===== src/rtl/core/pcdea_pkg.sv =====
`timescale 1ns / 1ps
// ----------------------------------------------------------------------------
// pcdea_pkg
// Shared types and constants for the phase-cycled echo/antiecho DFT.
// ----------------------------------------------------------------------------
package pcdea_pkg;

   typedef enum logic [2:0] {
      ST_IDLE,
      ST_TW_START,
      ST_DIV,
      ST_CORDIC,
      ST_MAC,
      ST_OUT
   } seq_state_type;

   localparam int CSR_IDX_W  = 4;
   localparam int CSR_DATA_W = 7;
   localparam logic [CSR_IDX_W-1:0] CSR_N_PHASES  = 4'd0;
   localparam logic [CSR_IDX_W-1:0] CSR_MAX_ORDER = 4'd1;

   localparam int SAMPLE_W     = 32;
   localparam int ORDER_W      = 5;
   localparam int NPH_W        = 7;
   localparam int TURN_BITS    = 32;
   localparam int CORDIC_ITERS = 30;
   localparam int CORDIC_FRAC  = 30;
   localparam int CORDIC_XW    = 34;
   localparam int CORDIC_ZW    = 32;
   localparam int CORDIC_IW    = 5;
   localparam logic signed [CORDIC_XW-1:0] CORDIC_GAIN = 34'sd652032874;

   localparam logic [CORDIC_ZW-1:0] ATAN_TURNS [CORDIC_ITERS] = '{
      32'h20000000, 32'h12E4051E, 32'h09FB385B, 32'h051111D4, 32'h028B0D43,
      32'h0145D7E1, 32'h00A2F61E, 32'h00517C55, 32'h0028BE53, 32'h00145F2F,
      32'h000A2F98, 32'h000517CC, 32'h00028BE6, 32'h000145F3, 32'h0000A2FA,
      32'h0000517D, 32'h000028BE, 32'h0000145F, 32'h00000A30, 32'h00000518,
      32'h0000028C, 32'h00000146, 32'h000000A3, 32'h00000051, 32'h00000029,
      32'h00000014, 32'h0000000A, 32'h00000005, 32'h00000003, 32'h00000001
   };

endpackage


===== src/rtl/core/pcdea_mac.sv =====
`timescale 1ns / 1ps
// ----------------------------------------------------------------------------
// pcdea_mac
// Shared multiplier, four saturating 64-bit accumulators and output scaling.
// ----------------------------------------------------------------------------
module pcdea_mac #(
   parameter int TFB = 16
) (
   input  logic                                      clock,
   input  logic                                      reset,
   input  logic                                      clr,
   input  logic                                      start,
   input  logic signed [TFB+1:0]                     cos_q,
   input  logic signed [TFB+1:0]                     sin_q,
   input  logic signed [pcdea_pkg::SAMPLE_W-1:0]     a,
   input  logic signed [pcdea_pkg::SAMPLE_W-1:0]     b,
   output logic                                      done,
   output logic signed [pcdea_pkg::SAMPLE_W-1:0]     echo_real,
   output logic signed [pcdea_pkg::SAMPLE_W-1:0]     echo_imag,
   output logic signed [pcdea_pkg::SAMPLE_W-1:0]     antiecho_real,
   output logic signed [pcdea_pkg::SAMPLE_W-1:0]     antiecho_imag
);
   import pcdea_pkg::*;

   localparam int TW = TFB + 2;
   localparam int PW = SAMPLE_W + TW;

   logic [2:0]            k_ff;
   logic                  run_ff, done_ff;
   logic signed [PW-1:0]  p_ff [4];
   logic signed [63:0]    acc_ff [4];
   logic signed [TW-1:0]  mul_tw;
   logic signed [SAMPLE_W-1:0] mul_sm;
   logic signed [PW-1:0]  prod;
   logic signed [PW:0]    t_er, t_ei, t_ar, t_ai;

   function automatic logic signed [63:0] sat_add(input logic signed [63:0] acc,
                                                  input logic signed [PW:0] t);
      logic signed [64:0] sum;
      sum = 65'(acc) + 65'(t);
      if (sum[64] != sum[63])
         return sum[64] ? {1'b1, 63'd0} : {1'b0, {63{1'b1}}};
      return sum[63:0];
   endfunction

   function automatic logic [SAMPLE_W-1:0] finish(input logic signed [63:0] acc);
      logic        neg;
      logic [63:0] mag;
      neg = acc[63];
      mag = neg ? (64'd0 - acc) : acc;
      mag = mag >> TFB;
      if (mag > 64'h8000_0000) mag = 64'h8000_0000;
      if (!neg && mag > 64'h7FFF_FFFF) mag = 64'h7FFF_FFFF;
      return neg ? (32'd0 - mag[31:0]) : mag[31:0];
   endfunction

   always_comb begin
      case (k_ff[1:0])
         2'd0: begin mul_tw = cos_q; mul_sm = a; end
         2'd1: begin mul_tw = sin_q; mul_sm = b; end
         2'd2: begin mul_tw = cos_q; mul_sm = b; end
         default: begin mul_tw = sin_q; mul_sm = a; end
      endcase
      prod = PW'(mul_tw) * PW'(mul_sm);
      t_er = (PW+1)'(p_ff[0]) + (PW+1)'(p_ff[1]);
      t_ei = (PW+1)'(p_ff[2]) - (PW+1)'(p_ff[3]);
      t_ar = (PW+1)'(p_ff[0]) - (PW+1)'(p_ff[1]);
      t_ai = (PW+1)'(p_ff[3]) + (PW+1)'(p_ff[2]);
   end

   always_ff @(posedge clock) begin
      if (reset) begin
         run_ff  <= 1'b0;
         done_ff <= 1'b0;
      end else begin
         done_ff <= 1'b0;
         if (start) begin
            run_ff <= 1'b1;
         end else if (run_ff && k_ff[2]) begin
            run_ff  <= 1'b0;
            done_ff <= 1'b1;
         end
      end
   end

   always_ff @(posedge clock) begin
      if (start) begin
         k_ff <= '0;
      end else if (run_ff) begin
         k_ff <= k_ff + 1'b1;
         if (!k_ff[2]) p_ff[k_ff[1:0]] <= prod;
      end
      if (clr) begin
         for (int i = 0; i < 4; i++) acc_ff[i] <= '0;
      end else if (run_ff && k_ff[2]) begin
         acc_ff[0] <= sat_add(acc_ff[0], t_er);
         acc_ff[1] <= sat_add(acc_ff[1], t_ei);
         acc_ff[2] <= sat_add(acc_ff[2], t_ar);
         acc_ff[3] <= sat_add(acc_ff[3], t_ai);
      end
   end

   assign done          = done_ff;
   assign echo_real     = finish(acc_ff[0]);
   assign echo_imag     = finish(acc_ff[1]);
   assign antiecho_real = finish(acc_ff[2]);
   assign antiecho_imag = finish(acc_ff[3]);

endmodule


===== config.mk =====
export PLATFORM = sky130hd
export DESIGN_NAME = pcdea_mac
export DESIGN_NICKNAME = d
export VERILOG_FILES = /design/src/rtl/core/pcdea_pkg.sv /design/src/rtl/core/pcdea_mac.sv
export SDC_FILE = /design/constraint.sdc
export NUM_CORES = 2
export LEC_CHECK = 0
export BUFFER_PORTS_ARGS = -buffer_cell sky130_fd_sc_hd__buf_4
export CORE_ASPECT_RATIO = 0.75
export CORE_MARGIN = 1
export CORE_UTILIZATION = 65
export DETAILED_ROUTE_END_ITERATION = 12
export PLACE_DENSITY = 0.83
export SYNTH_ARGS = -nofsm -noshare
export SYNTH_HDL_FRONTEND = slang
export SYNTH_SLANG_ARGS = --single-unit

===== constraint.sdc =====
create_clock -name clock -period 10.6 [get_ports clock]
set_clock_uncertainty 0.15 [all_clocks]
set_input_delay 1.06 -clock clock [delete_from_list [all_inputs] [get_ports clock]]
set_output_delay 1.06 -clock clock [all_outputs]
set_load 0.005 [all_outputs]

==> results.md <==
* Critical path arrival at 8.54 ns
* WL final at 226000 um
* Avg Inst Size Synth at 8.66 um2
* Pre-Repair DR Iteration Count at 6
* DRC violations left at 0
* EDFF count, synth at 456
* Initial DRC Count at 8119
* Die ar. at 106000 um2
* Crit path cell chain: or4_1 -> or3_1 -> nor3_2 -> a211oi_1 -> a2111o_1 -> or3_1 -> or4_1 -> nor3_1 -> o22ai_1 -> inv_1 -> ha_1 -> nand4_1 -> or3b_2 -> a31oi_1 -> o221ai_4 -> nor4_1 -> mux2_2 -> o21ai_0 -> buf_4
* Status: finished clean
* CTS tree: done
* Initial antenna violation count at 5
* CP max stage cell: nor3_2
* CTS clk-pin slew, worst paths at 0.06 ns
* CP Class: reg -> out
* Rel. slew slack at 0.0844
* Mapped Cells at 7888
* Maxcap violations at 0
* Final setup vio count at 0
* Post-synthesis register bit count at 461
* CTS Sinks at 461
* Final Hold Vio Count at 0
* Chip Height at 283 um
* Ys flop type: edfxtp_1
* PortBufs at 232
* Nets@finish at 9210
* Synth top area cells: fa_1 (24%), edfxtp_1 (20%), ha_1 (7.1%)
* Post-synth top area share at 0.238
* CP startpoint kind: flip-flop
* Sequential cell area at 13800 um2
* CP peak stage delay at 0.98 ns
* IO Count at 233
* Vias after detailed routing at 61300
* Critical-path maximum fanout at 13
* Die span in x at 376 um
* PostCTS Resize Cnt at 0
* Filler cells at 8159
* Seq/Total Area, Yosys at 0.202
* Area Overhead vs Synth at 6.95%
* Synth top cells by count: inv_1 (1151), fa_1 (811), nand2_1 (796), nor2_1 (591), o21ai_0 (522)
* Worst slew pin tran at 1.36 ns
* F_max at 0.103 GHz
* Layout cells sized above 1 at 0.0702
* Vias in the first global route at 58400
* Final setup TNS at 0 ns
* Mapped Nets at 9188
* Avg WL per Cell at 24.1 um
* Post-synthesis async set-or-reset flop share at 0
* Via-per-instance ratio at 6.55
* Starting density of the core at 0.659
* Crit end category: primary output
* Number of synthesis warnings at 0
* Largest net degree at the start of global routing at 138
* Multi-input logic area at 48900 um2
* GRT overflow at 0
* CTS H-Tree Depth at 2
* Post-CTS Hold Buffers at 0
* Row count at 102
* Min-delay worst type: reg -> reg
* Cell taking the most area after synthesis: fa_1
* First-pass GRT wire length at 345000 um
* Core ar. at 104000 um2
* Longest Clk Path Bufs at 3
* Mapped Area at 68300 um2
* Most frequent cell after synthesis: inv_1
* Post-CTS Setup Inserts at 0
* RSZ-0062 raised after global routing: false
* Final Slew Violations at 0
* Critical path required time at 9.39 ns
* Detail Placement HPWL at 181000 um
* GRT Total Usage at 0.423
* Final ANT Viol Nets at 0
* Period minus WS final at 9.75 ns
* Clk_lat worst skew at 0.65 ns
* Synth cell types at 95
* Final Wtd Congestion at 1.01
* CTS buffer count at 51
* CTS root buf: clkbuf_16
* Final period utilization at 0.920
-- through the flow --
step / setup WS, ns / hold slack, ns / cells / utilization / instance area [um2]
2_1_floorplan: 2.43 / 0.334 / 7888 / - / 68300
3_3_place_gp: 1.52 / 0.389 / 9261 / 0.688 / 71300
3_5_place_dp: 1.34 / 0.400 / 9261 / 0.688 / 71300
4_1_cts: 1.07 / 0.416 / 9355 / 0.705 / 73100
5_1_grt: 0.477 / 0.452 / 9355 / 0.705 / 73100
6_report: 0.850 / 0.423 / 9357 / 0.705 / 73100
-- final timing paths --
kind | from | end | cells after the start | slack (ns)
worst max-delay path | acc_ff[3][3] | antiecho_imag[28] | 19 | 0.85
worst min-delay path | k_ff[0] | k_ff[0] | 2 | 0.42
worst max register to register | k_ff[0] | p_ff[2][49] | 25 | 1.19
worst min register to register | k_ff[0] | k_ff[0] | 2 | 0.42
-- per-layer routing --
layer | vias up | global-route usage | part of all wire | wire [um]
met5 | - | 0 | 0.00032 | 73
met4 | 4 | 0.130 | 0.033 | 7440
met3 | 464 | 0.147 | 0.15 | 34700
met2 | 4215 | 0.588 | 0.40 | 90500
met1 | 29500 | 0.617 | 0.41 | 93000
li1 | 27100 | - | - | -
-- critical path: cells and delay by family, from the launching register on --
family / cells / cell delay (ns)
AO/OA/AOI/OAI: 6 / 1.50
flip-flops: 1 / 0.42
buffers and inverters: 2 / 0.24
adder cells (fa/ha/maj): 1 / 0.50
AND/OR/NAND/NOR: 9 / 4.84
multiplexers: 1 / 0.37
-- cell type report --
type,count,share of cell area
Clock inverter,37,0.00658
Tap cell,1404,0.0240
Timing Repair Buffer,323,0.0334
Multi-Input combinational cell,5921,0.670
Sequential cell,461,0.189
Antenna cell,2,0.0000685
Inverter,1152,0.0592
Clock buffer,57,0.0181
-- cell families after synthesis --
family,count (synthesis),share of synthesized area
buffers and inverters,1506,0.0830
adders and majority gates,1196,0.308
DFF,461,0.202
AOI/OAI and AO/OA,1885,0.176
xor gates and xnor gates,384,0.0492
and+or+nand+nor,2299,0.158
muxes,157,0.0241
-- state kept, by name (all words and copies together), names as in the netlist --
| register | flops |
|---|---|
| acc_ff | 256 |
| done | 1 |
| k_ff | 3 |
| p_ff | 200 |
| run_ff | 1 |
-- cells in the final DEF, fill, tap and decap left out, drive strengths merged, types with 59 or more instances in the layout --
master and n:
nor2 592, nand2 796, mux2i 98, o21ai 527, nand4 94, ha 385
nand2b 69, a31oi 66, mux2 59, edfxtp 456, xor2 164, buf 323
fa 811, xnor2 220, nand3 164, a21o 203, nor4 78, a21oi 474
a211oi 61, inv 1156, o21bai 63, nor3 156, o31ai 66
Power is not shown: default switching activity piles up to over one toggle a cycle in this logic, so the estimate is an artifact.
