### src/rtl/core/pcdea_pkg.sv
`timescale 1ns / 1ps
// ----------------------------------------------------------------------------
// pcdea_pkg
// Shared types and constants for the phase-cycled echo/antiecho DFT.
// ----------------------------------------------------------------------------
package pcdea_pkg;

   typedef enum logic [2:0] {
      ST_IDLE,
      ST_TW_START,
      ST_DIV,
      ST_CORDIC,
      ST_MAC,
      ST_OUT
   } seq_state_type;

   localparam int CSR_IDX_W  = 4;
   localparam int CSR_DATA_W = 7;
   localparam logic [CSR_IDX_W-1:0] CSR_N_PHASES  = 4'd0;
   localparam logic [CSR_IDX_W-1:0] CSR_MAX_ORDER = 4'd1;

   localparam int SAMPLE_W     = 32;
   localparam int ORDER_W      = 5;
   localparam int NPH_W        = 7;
   localparam int TURN_BITS    = 32;
   localparam int CORDIC_ITERS = 30;
   localparam int CORDIC_FRAC  = 30;
   localparam int CORDIC_XW    = 34;
   localparam int CORDIC_ZW    = 32;
   localparam int CORDIC_IW    = 5;
   localparam logic signed [CORDIC_XW-1:0] CORDIC_GAIN = 34'sd652032874;

   localparam logic [CORDIC_ZW-1:0] ATAN_TURNS [CORDIC_ITERS] = '{
      32'h20000000, 32'h12E4051E, 32'h09FB385B, 32'h051111D4, 32'h028B0D43,
      32'h0145D7E1, 32'h00A2F61E, 32'h00517C55, 32'h0028BE53, 32'h00145F2F,
      32'h000A2F98, 32'h000517CC, 32'h00028BE6, 32'h000145F3, 32'h0000A2FA,
      32'h0000517D, 32'h000028BE, 32'h0000145F, 32'h00000A30, 32'h00000518,
      32'h0000028C, 32'h00000146, 32'h000000A3, 32'h00000051, 32'h00000029,
      32'h00000014, 32'h0000000A, 32'h00000005, 32'h00000003, 32'h00000001
   };

endpackage

### src/rtl/core/pcdea_turn_div.sv
`timescale 1ns / 1ps
// ----------------------------------------------------------------------------
// pcdea_turn_div
// Bit-serial restoring divider: turn fraction floor(num * 2^32 / den).
// ----------------------------------------------------------------------------
module pcdea_turn_div #(
   parameter int NW = 7
) (
   input  logic                                clock,
   input  logic                                reset,
   input  logic                                start,
   input  logic [NW-1:0]                       num,
   input  logic [NW-1:0]                       den,
   output logic                                done,
   output logic [pcdea_pkg::TURN_BITS-1:0]     quot
);
   import pcdea_pkg::*;

   localparam int CW = $clog2(TURN_BITS);

   logic [NW-1:0]        rem_ff;
   logic [TURN_BITS-1:0] quot_ff;
   logic [CW-1:0]        cnt_ff;
   logic                 run_ff;
   logic                 done_ff;
   logic [NW:0]          rem2;
   logic                 ge;

   always_comb begin
      rem2 = {rem_ff, 1'b0};
      ge   = (rem2 >= {1'b0, den});
   end

   always_ff @(posedge clock) begin
      if (reset) begin
         run_ff  <= 1'b0;
         done_ff <= 1'b0;
      end else begin
         done_ff <= 1'b0;
         if (start) begin
            run_ff <= 1'b1;
         end else if (run_ff && cnt_ff == CW'(TURN_BITS - 1)) begin
            run_ff  <= 1'b0;
            done_ff <= 1'b1;
         end
      end
   end

   always_ff @(posedge clock) begin
      if (start) begin
         rem_ff <= num;
         cnt_ff <= '0;
      end else if (run_ff) begin
         rem_ff  <= ge ? NW'(rem2 - {1'b0, den}) : rem2[NW-1:0];
         quot_ff <= {quot_ff[TURN_BITS-2:0], ge};
         cnt_ff  <= cnt_ff + 1'b1;
      end
   end

   assign done = done_ff;
   assign quot = quot_ff;

endmodule

### config.mk
export PLATFORM = sky130hd
export DESIGN_NAME = pcdea_turn_div
export DESIGN_NICKNAME = d
export VERILOG_FILES = /design/src/rtl/core/pcdea_pkg.sv /design/src/rtl/core/pcdea_turn_div.sv
export SDC_FILE = /design/constraint.sdc
export NUM_CORES = 1
export LEC_CHECK = 0
export BUFFER_PORTS_ARGS = -buffer_cell sky130_fd_sc_hd__buf_2
export CAP_MARGIN = 40
export CORE_MARGIN = 5
export CORE_UTILIZATION = 50
export CTS_CLUSTER_DIAMETER = 150
export DETAILED_ROUTE_END_ITERATION = 6
export PLACE_DENSITY = 0.76
export SLEW_MARGIN = 20
export SYNTH_ARGS = -nofsm -noshare
export SYNTH_HDL_FRONTEND = slang
export SYNTH_SLANG_ARGS = --single-unit
### constraint.sdc
create_clock -name clock -period 4.9 [get_ports clock]
set_input_delay 0.49 -clock clock [delete_from_list [all_inputs] [get_ports clock]]
set_output_delay 0.49 -clock clock [all_outputs]
set_load 0.03 [all_outputs]
==> results of run 1 <==
-- through the flow --
stage               setup WS (ns)  cell area, µm²
CTS                          2.72            2410
detailed placement           2.52            2310
floorplan                    2.32            2020
global placement             2.58            2310
global route                 2.56            2410
finish                       2.70            2410
-- cell families (layout without fill, tap and decap cells) --
kind of cell | Yosys count | in the layout | share of synthesized area
xor gates and xnor gates | 4 | 4 | 0.0173
DFF | 46 | 46 | 0.648
buffers and inverters | 18 | 71 | 0.0371
muxes | 2 | 2 | 0.00990
and+or+nand+nor | 38 | 38 | 0.104
AOI/OAI and AO/OA | 28 | 28 | 0.118
adders and majority gates | 10 | 10 | 0.0656
-- where the power goes --
| part | switching [mW] | leakage (nW) | internal (mW) |
|---|---|---|---|
| combinational | 0.117 | 0.508 | 0.0791 |
| clock | 0.116 | 0.0482 | 0.114 |
| sequential | 0.0159 | 0.424 | 0.455 |
| total | 0.249 | 0.980 | 0.648 |
-- flip-flops by register name (all words and copies together), names as in the netlist --
register	count
rem_ff	7
run_ff	1
done	1
cnt_ff	5
quot	32
-- worst max-delay path, cell delays in order (launching register included) --
cell	delay [ns]
edfxtp_1	0.40
ha_1	0.40
a21o_1	0.22
a211oi_4	0.37
and2_1	0.39
a221oi_1	0.14
-- cell usage after synthesis, drive strengths merged, types with 3 or more instances --
cell    count  area (µm²)
a211oi      5        50.1
a21o        3        22.5
a21oi       3        15.0
clkbuf      3        11.3
dfxtp       7         140
edfxtp     39        1170
ha          9         113
inv        13        48.8
nand2       4        15.0
nand2b      3        18.8
nor2       12        45.0
nor2b       4        25.0
nor3b       4        30.0
o31ai       3        22.5
xor2        3        26.3
-- routing by layer --
metal | wire length [µm] | part of all wire | vias to the layer above
li1 | - | - | 649
met1 | 1650 | 0.42 | 618
met2 | 1990 | 0.51 | 36
met3 | 273 | 0.069 | 3
met4 | 23 | 0.0058 | 0
met5 | 0 | 0 | -
-- cell type report --
| type | count | area [µm²] | share of cell area |
|---|---|---|---|
| Sequential cell | 46 | 1310 | 0.545 |
| Clock inverter | 1 | 5.00 | 0.00208 |
| Inverter | 13 | 48.8 | 0.0203 |
| Timing Repair Buffer | 50 | 253 | 0.105 |
| Clock buffer | 7 | 86.3 | 0.0359 |
| Tap cell | 50 | 62.6 | 0.0260 |
| Multi-Input combinational cell | 82 | 639 | 0.266 |
-- final timing paths --
check,startpoint,endpoint,slack (ns),cells past startpoint
min,reset,run_ff,0.36,2
min reg2reg,quot[23],quot[24],0.45,0
max,rem_ff[4],rem_ff[2],2.70,5
max reg2reg,rem_ff[4],rem_ff[2],2.70,5
==> reports/qor.csv, run 1 <==
stage;metric;value;unit
run_status;outcome;completed;
cts;H-tree depth;2;
cts;Clock transition at path regs;0.08;ns
critical_path;WP data arrival;2.22;ns
placed_design;Placer Congestion;0.854;
cts;CTS resizes;0;
placed_design;DP Cell Count;241;
drt;Wirelength per Cell;15.8;µm
cts;TritonCTS clock tree;built;
drt;DRT iter0 DRCs;82;
drt;final WL;3940;µm
synth;Yosys warning count;0;
synth;syn_nets;173;
grt;GR Util All Layers;0.157;
grt;initial antenna violation count;0;
cells_and_area;most frequent cells in the layout;buf_2, edfxtp_1, inv_1;
cts;post-CTS setup buffers;0;
drt;Via Count;1306;
run;max-cap viol count;0;
floorplanning;CORE AREA;3970;µm²
cells_and_area;Core Util, Final;0.606;
cts;Clk Latency, worst-skew pair;0.29;ns
grt;GRT overflow;0;
worst_hold_path;Worst Hold Class;input port to register;
synth;sequential element share of the synthesized area;0.648;
drt;Detail Route Antenna Nets;0;
timing;hold slack;0.359;ns
grt;number of global-route vias before repair;1352;
timing;unrepaired setup endpoints after global routing;false;
synth;Post-Synthesis Cell Area;2020;µm²
cells_and_area;fin cells;249;
cts;root buf cell;clkbuf_8;
critical_path;startpoint types;register;
synth;Yosys reg bits;46;
cts;Post-CTS Hold Buffers;0;
power_and_ir_drop;LEAKAGE;0.980;nW
timing;Layout Skew;0.00635;ns
grt;met2 usage;0.266;
timing;Hold Fails Final Rpt;0;
cells_and_area;fillers;333;
cts;Clock Sinks;46;
synth;ys async rst share;0;
floorplanning;# IOs;50;
floorplanning;FP Rows;23;
power_and_ir_drop;power per cell area;373;nW/µm²
synth;synthesized area per cell;13.9;µm²
cells_and_area;Layout area overhead;18.9;%
critical_path;Worst EP required;4.92;ns
floorplanning;die width;73.6;µm
grt;Most Crowded Layer GR;met2;
critical_path;Worst setup EP type;register;
cts;CTS Buf Count;5;
critical_path;crit-path max FO;9;
power_and_ir_drop;worst vdd ir;0.181;mV
synth;Post-synth top flop;edfxtp_1;
timing;clock period minus worst slack;2.20;ns
floorplanning;Initial Util;0.509;
placed_design;# port buffers;49;
synth;Synth cell types;38;
grt;first-pass GRT wire length;6390;µm
timing;setup tns final;0;ns
timing;f_max;0.455;GHz
timing;Slew headroom;0.701;
placed_design;HPWL after DPL;2970;µm
cts;number of buffers on the longest clock path;2;
drt;drt first pass iters;4;
synth;number of synthesized flops with an enable pin;39;
timing;final slew viol count;0;
grt;met1 usage;0.194;
cells_and_area;most common cell after layout, fill and taps aside;buf_2;
cells_and_area;NumNets Final;225;
synth;Mapped Cells;146;
timing;Setup violations, final;0;
grt;GR Util met3;0.0588;
floorplanning;Vert. Die Dim;73.6;µm
cells_and_area;share of cells above drive strength 1;0.317;
drt;Vias per Instance;5.24;
power_and_ir_drop;Tot Pwr;0.897;mW
floorplanning;die area;5420;µm²
cells_and_area;Diodes inserted;0;
drt;post-route DRC violation count;0;
timing;worst-margin pin slew;0.449;ns
critical_path;critical path type;register to register;
timing;Final Cycle Share;0.449;
grt;pin count of the biggest net entering global routing;34;
Power figures use the tool's default switching activity.
==> run 2, diff against run 1 <==
clock period = 2.07 ns   (was 4.9 ns; I/O delays follow)
==> run 2 against run 1 <==
Effect of this change:
- cell area up 3.7%
- critical path depth up 1
- utilization rose by 2.2 points
- critical endpoint is now rem_ff[4]
- hold slack got worse by 0.27 ns
- clock power grew 120%
- largest cell class unchanged
- non-clock buffer count is 11 higher
- clock skew down 0.00057 ns
- first-iteration DRC count is 50% lower
- worst setup slack got worse by 2.6 ns
- largest power group unchanged
- final cell count grew 4.4%
- total power grew 140%
- die area did not move
==> reports/qor.csv, run 2 (synthesis gave the netlist of run 1 again) <==
stage;metric;value;unit;change
placed_design;Placer Congestion;0.914;;+7.1%
cells_and_area;most frequent cells in the layout;buf_2, edfxtp_1, inv_1;;
cts;CTS Buf Count;5;;unchanged
cells_and_area;multi-input logic area;656;µm²;+2.5%
timing;final slew viol count;0;;unchanged
grt;pin count of the biggest net entering global routing;34;;unchanged
cells_and_area;most common cell after layout, fill and taps aside;buf_2;;
timing;f_max;0.498;GHz;+9.5%
floorplanning;die area;5420;µm²;unchanged
critical_path;Worst EP required;2.12;ns;-2.80 ns
cells_and_area;max reg flops;32;;unchanged
floorplanning;die width;73.6;µm;unchanged
floorplanning;FP Rows;23;;unchanged
placed_design;HPWL after DPL;3170;µm;+6.6%
drt;DRT iter0 DRCs;41;;-50%
cells_and_area;Core Util, Final;0.628;;+0.0224
critical_path;Reg2Reg Depth;6;;+1
timing;worst-margin pin slew;0.451;ns;+0.00264 ns
grt;first-pass GRT wire length;6490;µm;+1.5%
placed_design;# port buffers;49;;unchanged
timing;Setup violations, final;0;;unchanged
critical_path;crit path cell chain;ha_1 > ha_1 > o211ai_1 > a21o_1 > and2_4 > a221o_1;;
cells_and_area;Diodes inserted;0;;unchanged
timing;clock period minus worst slack;2.01;ns;-0.191 ns
cells_and_area;NumNets Final;236;;+4.9%
cts;Clock Sinks;46;;unchanged
run;max-cap viol count;0;;unchanged
critical_path;startpoint types;register;;
run_status;outcome;completed;;
cells_and_area;share of cells above drive strength 1;0.367;;+0.0501
floorplanning;CORE AREA;3970;µm²;unchanged
power_and_ir_drop;power per cell area;867;nW/µm²;+130%
cts;Clock transition at path regs;0.08;ns;about the same
drt;Via Count;1378;;+5.5%
timing;Hold Fails Final Rpt;0;;unchanged
cts;TritonCTS clock tree;built;;
timing;unrepaired setup endpoints after global routing;true;;
critical_path;WP data arrival;2.06;ns;-0.16 ns
drt;drt first pass iters;4;;unchanged
drt;Detail Route Antenna Nets;0;;unchanged
power_and_ir_drop;LEAKAGE;1.03;nW;+5.1%
floorplanning;# IOs;50;;unchanged
drt;Wirelength per Cell;15.7;µm;-0.64%
drt;Vias per Instance;5.30;;+1.0%
timing;hold slack;0.0935;ns;-0.266 ns
critical_path;max incr delay on CP;0.44;ns;+0.04 ns
cts;Clk Latency, worst-skew pair;0.29;ns;about the same
floorplanning;Initial Util;0.509;;unchanged
power_and_ir_drop;worst vdd ir;0.332;mV;+83%
grt;number of global-route vias before repair;1416;;+4.7%
grt;GRT overflow;0;;unchanged
critical_path;cell with the most instances on the worst path;ha_1;;
grt;GR Util All Layers;0.160;;+0.00210
drt;final WL;4090;µm;+3.8%
cts;number of buffers on the longest clock path;2;;unchanged
timing;Final Cycle Share;0.970;;+0.522
cells_and_area;Final Cell Area;2490;µm²;+3.7%
cts;H-tree depth;2;;unchanged
worst_hold_path;Hold Crit Depth;2;;unchanged
timing;Slew headroom;0.699;;-0.00176
power_and_ir_drop;Tot Pwr;2.16;mW;+140%
drt;post-route DRC violation count;0;;unchanged
critical_path;r2r setup slk;0.06;ns;-2.64 ns
critical_path;crit-path max FO;8;;-1
cts;root buf cell;clkbuf_8;;
floorplanning;Vert. Die Dim;73.6;µm;unchanged
cells_and_area;register area;1310;µm²;unchanged
grt;initial antenna violation count;0;;unchanged
critical_path;critical path type;register to register;;
worst_hold_path;Worst Hold Class;input port to register;;
placed_design;DP Area;2390;µm²;+3.2%
critical_path;slowest stage cell, crit path;edfxtp_1;;
timing;Final WS setup;0.0612;ns;-2.64 ns
cells_and_area;Layout area overhead;23.3;%;
critical_path;Worst setup EP type;register;;
placed_design;Placement Setup Slack;-0.0311;ns;-2.55 ns
cells_and_area;fillers;317;;-4.8%
timing;Layout Skew;0.00578;ns;-0.000571 ns
## run 2: changes by cell type in the layout (fill, tap and decap cells not counted), sizes merged
cell    before  now
clkinv       1    2
buf         50   61
clkbuf       7    6
## run 2: routing by layer
layer  global-route usage  up-vias  share of wire
li1                     -      665              -
met1                0.186      659           0.41
met2                0.278       46           0.51
met3               0.0397        8          0.056
met4               0.0664        0          0.018
met5                    0        -              0
## run 2: stage by stage
| step | std cells | setup TNS, ns |
|---|---|---|
| floorplan | 146 | 0 |
| global placement | 251 | 0 |
| detailed placement | 251 | -0.0533 |
| CTS | 259 | 0 |
| global route | 260 | -0.0171 |
| finish | 260 | 0 |
## run 2: cell type report
type | instances | area share
flip-flops and latches | 46 | 0.526
multi-input cells | 82 | 0.263
repair buffers | 61 | 0.134
clock buffers | 6 | 0.0291
well taps | 50 | 0.0251
inverters | 13 | 0.0196
clock inverters | 2 | 0.00351
## run 2: timing repair
item	in CTS	in global routing
hold buffers	0	0
pin swaps	0	1
gates cloned	0	0
buffers inserted	0	1
setup endpoints to repair	4	5
endpoints found under the hold margin	0	0
resized for setup	1	5
## run 2: critical path: cells and delay by family, from the launching register on
kind / cells / cell delay [ns]
and+or+nand+nor: 1 / 0.20
DFF: 1 / 0.44
adders and majority gates: 2 / 0.48
AOI/OAI and AO/OA: 3 / 0.63
## run 2: path summary, 6_finish.rpt
path	start	to
worst max-delay path	rem_ff[0]	rem_ff[4]
worst min-delay path	reset	done
worst max register to register	rem_ff[0]	rem_ff[4]
worst min register to register	quot[19]	quot[20]
## run 2: power breakdown
part	switching, mW	internal [mW]
clock	0.274	0.232
combinational	0.296	0.241
sequential	0.0418	1.08
total	0.612	1.55
==> run 3, diff against run 2 <==
--- a/config.mk
+++ b/config.mk
@@ -14,3 +14,2 @@
 export PLACE_DENSITY = 0.76
-export SLEW_MARGIN = 20
 export SYNTH_ARGS = -nofsm -noshare
==> constraint.sdc (replaced) <==
create_clock -name clock -period 2.07 [get_ports clock]
set_input_delay 0.3105 -clock clock [delete_from_list [all_inputs] [get_ports clock]]
set_output_delay 0.3105 -clock clock [all_outputs]
set_load 0.03 [all_outputs]
==> run 3 against run 2 <==
Effect of this change:
- clock-buffer cell count decreased by 1
- final cell count unchanged
- highest routed layer unchanged
- register-to-register slack got worse by 0.03 ns
- wire length increased by 4.1%
- critical endpoint unchanged
==> reports/qor.csv, run 3 (synthesis gave the netlist of run 1 again) <==
stage;metric;value;unit;change
run_status;outcome;completed;;
floorplanning;die area;5420;µm²;unchanged
grt;pin count of the biggest net entering global routing;34;;unchanged
critical_path;r2r setup slk;0.03;ns;-0.03 ns
cts;H-tree depth;2;;unchanged
drt;Vias per Instance;5.34;;+0.73%
placed_design;Placer Congestion;0.884;;-3.2%
critical_path;worst reg2reg path endpoint;rem_ff[4];;
drt;Via Count;1388;;+0.73%
cts;TritonCTS clock tree;built;;
cells_and_area;Layout area overhead;27.5;%;
drt;Wirelength per Cell;16.4;µm;+4.1%
cts;CTS Buf Count;5;;unchanged
floorplanning;FP Rows;23;;unchanged
power_and_ir_drop;internal power;1.71;mW;+10%
cts;number of buffers on the longest clock path;2;;unchanged
placed_design;# port buffers;49;;unchanged
cells_and_area;most frequent cells in the layout;buf_2, edfxtp_1, inv_1;;
power_and_ir_drop;power per cell area;921;nW/µm²;+6.3%
cells_and_area;share of cells above drive strength 1;0.400;;+0.0333
power_and_ir_drop;Switching Share;0.280;;-0.00284
power_and_ir_drop;worst vdd ir;0.372;mV;+12%
cts;root buf cell;clkbuf_8;;
power_and_ir_drop;clock share of power;0.280;;+0.046
critical_path;Worst setup EP type;register;;
timing;Layout Skew;0.00498;ns;-0.000793 ns
floorplanning;Initial Util;0.509;;unchanged
drt;Detail Route Antenna Nets;0;;unchanged
timing;hold slack;0.193;ns;+0.0999 ns
run;max-cap viol count;0;;unchanged
grt;GR Util All Layers;0.163;;+0.00323
timing;Final Cycle Share;0.986;;+0.0156
critical_path;Reg2Reg Depth;6;;unchanged
grt;first-pass GRT wire length;6640;µm;+2.3%
cells_and_area;Diodes inserted;0;;unchanged
worst_hold_path;Hold Crit Depth;2;;unchanged
critical_path;critical path type;register to register;;
cells_and_area;NumNets Final;236;;unchanged
timing;f_max;0.490;GHz;-1.6%
critical_path;Worst EP required;2.12;ns;about the same
timing;unrepaired setup endpoints after global routing;true;;
drt;drt first pass iters;4;;unchanged
worst_hold_path;critical hold path startpoint;reset;;
cells_and_area;fin cells;260;;unchanged
grt;GRT overflow;0;;unchanged
placed_design;DP Cell Count;250;;-0.40%
power_and_ir_drop;NetSw;0.666;mW;+8.8%
drt;post-route DRC violation count;0;;unchanged
cells_and_area;max reg flops;32;;unchanged
power_and_ir_drop;sequential share of power;0.473;;-0.045
placed_design;HPWL after DPL;3150;µm;-0.48%
cts;Clk Latency, worst-skew pair;0.30;ns;about the same
timing;Slew headroom;0.684;;-0.0150
cts;Clock Sinks;46;;unchanged
critical_path;WP data arrival;2.09;ns;+0.03 ns
worst_hold_path;WHS Endpoint;run_ff;;
timing;worst-margin pin slew;0.474;ns;+0.0226 ns
floorplanning;# IOs;50;;unchanged
cts;Clock transition at path regs;0.09;ns;about the same
timing;Setup violations, final;0;;unchanged
critical_path;worst r2r src;rem_ff[0];;
drt;DRT iter0 DRCs;70;;+71%
floorplanning;die width;73.6;µm;unchanged
grt;number of global-route vias before repair;1394;;-1.6%
grt;initial antenna violation count;0;;unchanged
cells_and_area;most common cell after layout, fill and taps aside;buf_2;;
critical_path;crit-path max FO;8;;unchanged
timing;final slew viol count;0;;unchanged
timing;Hold Fails Final Rpt;0;;unchanged
power_and_ir_drop;LEAKAGE;1.05;nW;+1.8%
critical_path;startpoint types;register;;
floorplanning;CORE AREA;3970;µm²;unchanged
timing;clock period minus worst slack;2.04;ns;+0.0322 ns
drt;final WL;4260;µm;+4.1%
floorplanning;Vert. Die Dim;73.6;µm;unchanged
power_and_ir_drop;logic gate share of total power;0.247;;about the same
worst_hold_path;Worst Hold Class;input port to register;;
## run 3: timing repair
action	4_1_cts	5_1_grt
gates resized for setup	1	13
hold buffers	0	0
endpoints found under the setup margin	3	7
pin swaps	0	7
buffers inserted	0	2
## run 3: how the worst max path moves through the flow
stage / endpoint / startpoint / cells after the start / slack (ns)
final: rem_ff[4] / rem_ff[0] / 6 / 0.03
after global routing: rem_ff[6] / rem_ff[0] / 6 / -0.06
after CTS: rem_ff[4] / rem_ff[0] / 6 / 0.02
after detailed placement: rem_ff[3] / den[5] / 7 / -0.03
after global placement: rem_ff[3] / den[5] / 7 / 0.03
after floorplan: rem_ff[4] / rem_ff[0] / 7 / 0.11
## run 3: critical path, cell delays in order (launching register included)
cell	delay (ns)
edfxtp_1	0.50
ha_4	0.33
ha_4	0.12
o211ai_1	0.09
a21o_1	0.24
and2_4	0.19
a221o_1	0.32
## run 3: area by class of cell
| type | instances | area, µm² |
|---|---|---|
| fillers | 307 | 1390 |
| flip-flops and latches | 46 | 1310 |
| multi-input cells | 82 | 706 |
| repair buffers | 61 | 339 |
| clock buffers | 5 | 68.8 |
| well taps | 50 | 62.6 |
| inverters | 13 | 48.8 |
| clock inverters | 3 | 43.8 |
## run 3: power groups by stage
stage	logic (mW)	registers, mW	clock network, mW
5_1_grt	0.639	1.13	0.718
4_1_cts	0.509	1.12	0.677
2_1_floorplan	0.329	1.17	0
3_5_place_dp	0.508	1.14	0
3_3_place_gp	0.491	1.14	0
6_report	0.587	1.12	0.667
## run 3: per-layer routing
layer | GRT usage | part of all wire | vias to the layer above
met1 | 0.183 | 0.39 | 661
met2 | 0.288 | 0.53 | 52
met3 | 0.0410 | 0.066 | 9
li1 | - | - | 666
met5 | 0 | 0 | -
met4 | 0.0724 | 0.018 | 0
## run 3: per-stage QoR
| stage | area (µm²) | utilization | total power [mW] | TNS (ns) | worst slack (ns) |
|---|---|---|---|---|---|
| finish | 2580 | 0.650 | 2.38 | 0 | 0.0289 |
| global route | 2580 | 0.650 | 2.49 | -0.101 | -0.0563 |
| CTS | 2500 | 0.629 | 2.31 | 0 | 0.0169 |
| global placement | 2380 | 0.600 | 1.63 | 0 | 0.0288 |
| detailed placement | 2380 | 0.600 | 1.65 | -0.0578 | -0.0287 |
| floorplan | 2030 | - | 1.50 | 0 | 0.105 |
